## src/tcc_pkg.sv

```systemverilog
`timescale 1ns / 1ps
`default_nettype none
// ----------------------------------------------------------------------------
// tcc_pkg
// Shared types and fixed widths for the triangle circumcentre block.
// ----------------------------------------------------------------------------
package tcc_pkg;

    localparam int OUT_W = 48;   // centre coordinate width
    localparam int THR_W = 40;   // degenerate threshold width

    // control bits that ride along the divider row
    typedef struct packed {
        logic valid;
        logic deg;
        logic neg_x;
        logic neg_y;
    } tcc_ctl_t;

endpackage
`default_nettype wire

```

## src/tcc_div_cell.sv

```systemverilog
`timescale 1ns / 1ps
`default_nettype none
// ----------------------------------------------------------------------------
// tcc_div_cell
// One restoring division step for both coordinates sharing one divisor.
// ----------------------------------------------------------------------------
module tcc_div_cell
    import tcc_pkg::*;
#(
    parameter int DW = 36,
    parameter int UW = 69
)
(
    input  wire logic            clk,
    input  wire logic            rst_n,
    input  wire logic            en,
    input  wire tcc_ctl_t        ctl_in,
    input  wire logic [DW-1:0]   den_in,
    input  wire logic [DW+UW-1:0] accx_in,
    input  wire logic [DW+UW-1:0] accy_in,
    output tcc_ctl_t             ctl_out,
    output logic [DW-1:0]        den_out,
    output logic [DW+UW-1:0]     accx_out,
    output logic [DW+UW-1:0]     accy_out
);

    localparam int AW = DW + UW;

    tcc_ctl_t          ctl_reg;
    logic [DW-1:0]     den_reg;
    logic [AW-1:0]     accx_reg, accy_reg;
    logic [AW-1:0]     accx_next, accy_next;

    logic [DW:0] tx, ty, sx, sy;
    logic        gex, gey;

    always_comb
    begin
        // bring down the next dividend bit, trial subtract
        tx  = {accx_in[AW-1:UW], accx_in[UW-1]};
        ty  = {accy_in[AW-1:UW], accy_in[UW-1]};
        sx  = tx - {1'b0, den_in};
        sy  = ty - {1'b0, den_in};
        gex = tx >= {1'b0, den_in};
        gey = ty >= {1'b0, den_in};
        accx_next = {gex ? sx[DW-1:0] : tx[DW-1:0], accx_in[UW-2:0], gex};
        accy_next = {gey ? sy[DW-1:0] : ty[DW-1:0], accy_in[UW-2:0], gey};
    end

    always_ff @(posedge clk or negedge rst_n)
    begin
        if (!rst_n)
        begin
            ctl_reg <= '0;
        end
        else if (en)
        begin
            ctl_reg <= ctl_in;
        end
    end

    always_ff @(posedge clk)
    begin
        if (en)
        begin
            den_reg  <= den_in;
            accx_reg <= accx_next;
            accy_reg <= accy_next;
        end
    end

    assign ctl_out  = ctl_reg;
    assign den_out  = den_reg;
    assign accx_out = accx_reg;
    assign accy_out = accy_reg;

endmodule
`default_nettype wire

```

## config.mk

```make
export PLATFORM = sky130hd
export DESIGN_NAME = tcc_div_cell
export DESIGN_NICKNAME = d
export VERILOG_FILES = /design/src/tcc_pkg.sv /design/src/tcc_div_cell.sv
export SDC_FILE = /design/constraint.sdc
export NUM_CORES = 1
export LEC_CHECK = 0
export ABC_CLOCK_PERIOD_IN_PS = 1900
export BUFFER_PORTS_ARGS = -buffer_cell sky130_fd_sc_hd__buf_2
export CORE_AREA = 3 3 197 199
export CTS_BUF_LIST = sky130_fd_sc_hd__clkbuf_8
export CTS_CLUSTER_SIZE = 16
export DETAILED_ROUTE_END_ITERATION = 6
export DIE_AREA = 0 0 200 202
export PLACE_DENSITY = 0.65
export SLEW_MARGIN = 40
export SYNTH_ARGS = -nofsm -noshare
export SYNTH_HDL_FRONTEND = slang
export SYNTH_SLANG_ARGS = --single-unit
```

## constraint.sdc

```tcl
create_clock -name clk -period 1.9 [get_ports clk]
set_clock_uncertainty 0.1 [all_clocks]
set_input_delay 0.095 -clock clk [delete_from_list [all_inputs] [get_ports clk]]
set_output_delay 0.095 -clock clk [all_outputs]
set_load 0.01 [all_outputs]
```

# Word-level counts from Yosys, hierarchy flattened
# Cells that the tools add are included.
[classes]
addsub = 2
order_cmp = 2
mux = 2
[ops]
columns = ["operator", "count"]
rows = [
  ["$ge A37 B36 Y1", 2],
  ["$mux W36", 2],
  ["$sub A36 B36 Y36", 2],
]
[totals]
register_bits = 250
inputBits = 253
out_inout_bits = 250
word_cells = 13

# Logic depth before layout (Yosys ltp)
[depth]
depth_word = 2
depth_mapped = 15
ltp_nobuf = 12

# Worst setup path before layout
# No wires, ideal clock.
[synth_path]
path_kind = "input port to flip-flop"
start = "input den_in[15]"
end = "register accy_reg[101] (netlist: accy_out[101]) (data pin)"
setup_time_ps = 257
arrival_ps = 2407
slack_ps = -864
path_stages = 12
cell_sequence = "inv_1 ha_1 buf_6 a21o_1 o21bai_4 a221oi_2 nor2_1 a311o_1 a221o_2 a211oi_4 nand2_1 a32o_1"
[synth_via]
elab_chain_cells = 2
word_cells_on_any_way = 3
[synth_rtl]
columns = ["element", "line", "source"]
rows = [
  ["start: declaration", "tcc_div_cell.sv:18", "input wire logic [DW-1:0] den_in,"],
  ["$sub A36 B36 Y36 or $ge A37 B36 Y1 (tied branches)", "tcc_div_cell.sv:43, tcc_div_cell.sv:45", ""],
  ["$mux W36 (*)", "tcc_div_cell.sv:47", "accy_next = {gey ? sy[DW-1:0] : ty[DW-1:0], accy_in[UW-2:0], gey};"],
  ["via accy_next[101]", "tcc_div_cell.sv:32", "logic [AW-1:0] accx_next, accy_next;"],
  ["end signal: assignment", "tcc_div_cell.sv:68", "accy_reg <= accy_next;"],
  ["end: declaration", "tcc_div_cell.sv:31", "logic [AW-1:0] accx_reg, accy_reg;"],
]
# The timed path passes the listed nets; every way through them passes the cells marked *.
# A chain may end at the register's enable or synchronous reset.

# Worst setup path after layout
[layout_path]
start = "input den_in[3]"
end = "register accy_reg[104] (netlist: accy_out[104]) (data pin)"
# Same word-level chain as after synthesis.

==> impl_metrics.json <==
{
  "wl_per_cell_um": 20.2,
  "overflow": 0,
  "synthMostInstantiatedCell": "edfxtp_1",
  "clock_power_share_pct": 30.2,
  "stdcell_count": 2657,
  "placed_area_um2": 17900,
  "hold_path_class": "input port to register",
  "firstDrtPassIters": 5,
  "power_w": 0.0177,
  "wirelength_met1_mm": 20.0,
  "synth_area_um2": 12400,
  "synth_area_leaders": "edfxtp_1, ha_1, nand2_1",
  "worst_slack_ns": -0.421,
  "slew_headroom_pct": 68.2,
  "end_kind": "register",
  "dieArea_um2": 40400,
  "design_area_um2": 23100,
  "initial_core_util_pct": 33.2,
  "switching_share_pct": 29.7,
  "wl_met2_mm": 26.9,
  "cp-start-kind": "input port",
  "grt_pass1_wl_mm": 77.6,
  "grt_usage_pct": 25.1,
  "cts_tree": "yes",
  "vias": 12795,
  "syn_avg_cell_area_um2": 12.4,
  "fin_setup_tns_ns": -21.29,
  "synth_common_cells": "edfxtp_1, nand2_1, o21ai_0",
  "violations": "hold timing, setup timing",
  "critPathMaxFanout": 3,
  "fmax_mhz": 431,
  "ys_seq_area_share_pct": 60.2,
  "min_period_over_period_pct": 122,
  "outcome": "finished, violations left",
  "drive_gt1_share_pct": 51.9,
  "rows": 71,
  "power_frac_seq_pct": 39.1,
  "setup_viol": 74,
  "multi_input_area_um2": 5710,
  "grt_max_degree": 84,
  "yosys_warnings": 0,
  "syn_inst": 1004,
  "num-fill-cells": 2937,
  "initialDrtViolationCount": 652,
  "clk_latency_ns": 0.59,
  "yosysUniqueCellTypes": 81,
  "hold_slack_ns": -0.365,
  "power_switching_w": 0.00526,
  "rsz0062_at_grt": "yes",
  "hold_viol_final": 3,
  "ir_drop_mv": 0.542,
  "path_clk_slew_ns": 0.06,
  "num_io_pins": 503,
  "area_growth_pct": 85.6,
  "cts_buffers": 45,
  "yosys.area.top_type_share_pct": 59.4,
  "finalCriticalPeriod_ns": 2.32,
  "slew_violations": 0,
  "synth_edf_count": 246,
  "cts_root_buf": "clkbuf_8",
  "async_flop_share_pct": 1.60,
  "core_area_um2": 37400,
  "nNetsFinal": 2433,
  "p_int_w": 0.0125,
  "clockBufferDepth": 3,
  "drc": 0,
  "final_antenna_net_count": 0,
  "wl_met3_mm": 3.62,
  "power_density_nw_per_um2": 769,
  "dp.cells": 2272,
  "cp.arrival_ns": 2.69,
  "viasPerCell": 4.82,
  "routabilityCongestion": 0.894,
  "antenna_found_initial": 14,
  "synth_seq_cells": 250,
  "p_leak_nw": 10.3,
  "syn_nets": 1331,
  "dpl.hpwl_mm": 36.5,
  "synth_area_leader_cell": "edfxtp_1",
  "fp.dieH_um": 202,
  "worst_pin_slew_ns": 0.477,
  "cts.htree.levels": 2,
  "top_layer_used": "met5",
  "io_buffer_count": 502,
  "ys.flop_type": "edfxtp_1",
  "pwr-share-comb_pct": 30.7,
  "fp.dieW_um": 200,
  "cts.sinks": 250,
  "grt_pass1_vias": 13558,
  "ff_latch_area_um2": 7490,
  "drv_cap": 0,
  "drt_wl_total_mm": 53.8,
  "cp.required_ns": 2.27,
  "crit_type": "input port to register"
}
-- final cells by class --
type	instances	share of cell area, %
multi-input cells	670	24.8
inverters	55	1.05
clock inverters	33	1.21
repair buffers	1084	34.9
flip-flops and latches	250	32.5
clock buffers	46	2.74
well taps	511	2.77
diodes	8	0.0868
-- flip-flops by register name, summed over array words and instances (netlist names) --
| signal | cells |
|---|---|
| accx_out | 105 |
| ctl_out | 4 |
| den_out | 36 |
| accy_out | 105 |
-- cells in the final DEF, fill, tap and decap left out, drive strengths merged, types with 6 or more instances in the layout --
master / n
ha: 72
dlygate4sd3: 254
a21oi: 68
buf: 827
nor2b: 10
inv: 64
and3: 9
xnor2: 29
nand2: 110
clkinv: 17
a211oi: 6
o21ai: 96
nand3: 13
nor2: 42
clkbuf: 48
o21a: 8
edfxtp: 246
o21bai: 13
nor3: 15
a21o: 39
mux2: 7
nand4: 9
nand2b: 10
xor2: 29
a211o: 7
diode: 8
o31ai: 7
-- metal layers --
metal / vias to the layer above / track usage, %
met5: - / 0
met2: 511 / 43.9
met3: 168 / 6.55
met4: 8 / 13.6
li1: 5995 / -
met1: 6113 / 27.6
-- worst max-delay path: stages --
cell,delay (ns)
buf_8,0.08
clkinvlp_4,0.11
buf_6,0.14
ha_4,0.27
buf_6,0.10
o2111ai_4,0.12
a2111oi_4,0.37
buf_4,0.19
nor3_4,0.05
o31ai_4,0.29
a31o_2,0.25
a221oi_2,0.09
or4b_1,0.47
nand3_1,0.08
-- stage by stage --
stage | setup slack, ns | util, %
2_1_floorplan | -0.822 | -
3_3_place_gp | -1.16 | 48.0
3_5_place_dp | -1.21 | 48.0
4_1_cts | -0.353 | 60.1
5_1_grt | -0.469 | 61.7
6_report | -0.421 | 61.7
-- timing repair --
item                       CTS  global route
resized for setup          182           109
hold endpoints to repair   336             8
gates cloned                 8             4
pin swaps                   82            57
setup endpoints to repair   74            74
setup buffers               28            20
hold buffers               248             6
-- cells by family after synthesis --
family / Yosys count / synth area share [%]
compound gates: 284 / 15.0
xor+xnor: 58 / 4.09
fa+ha+maj: 74 / 7.57
buf+inv: 85 / 2.88
flops: 250 / 60.2
mux: 8 / 0.715
simple gates: 245 / 9.47
-- power by group through the flow --
stage / Combinational (W) / Clock, W / Sequential, W
2_1_floorplan: 0.00160 / 0 / 0.00733
5_1_grt: 0.00583 / 0.00574 / 0.00697
6_report: 0.00545 / 0.00536 / 0.00693
4_1_cts: 0.00513 / 0.00542 / 0.00691
3_3_place_gp: 0.00404 / 0 / 0.00701
3_5_place_dp: 0.00409 / 0 / 0.00702
-- final timing paths --
kind,startpoint,end,slack (ns),cells after the start
worst max register to register,ctl_out[0],ctl_out[0],1.03,1
max in group asynchronous,rst_n,ctl_out[0],1.19,3
worst min register to register,ctl_out[2],ctl_out[2],0.41,1
worst max-delay path,den_in[3],accy_out[104],-0.42,14
min in group asynchronous,rst_n,ctl_out[2],0.32,3
worst min-delay path,den_in[0],den_out[0],-0.37,1
No activity file was read; power rests on OpenSTA's default activity.
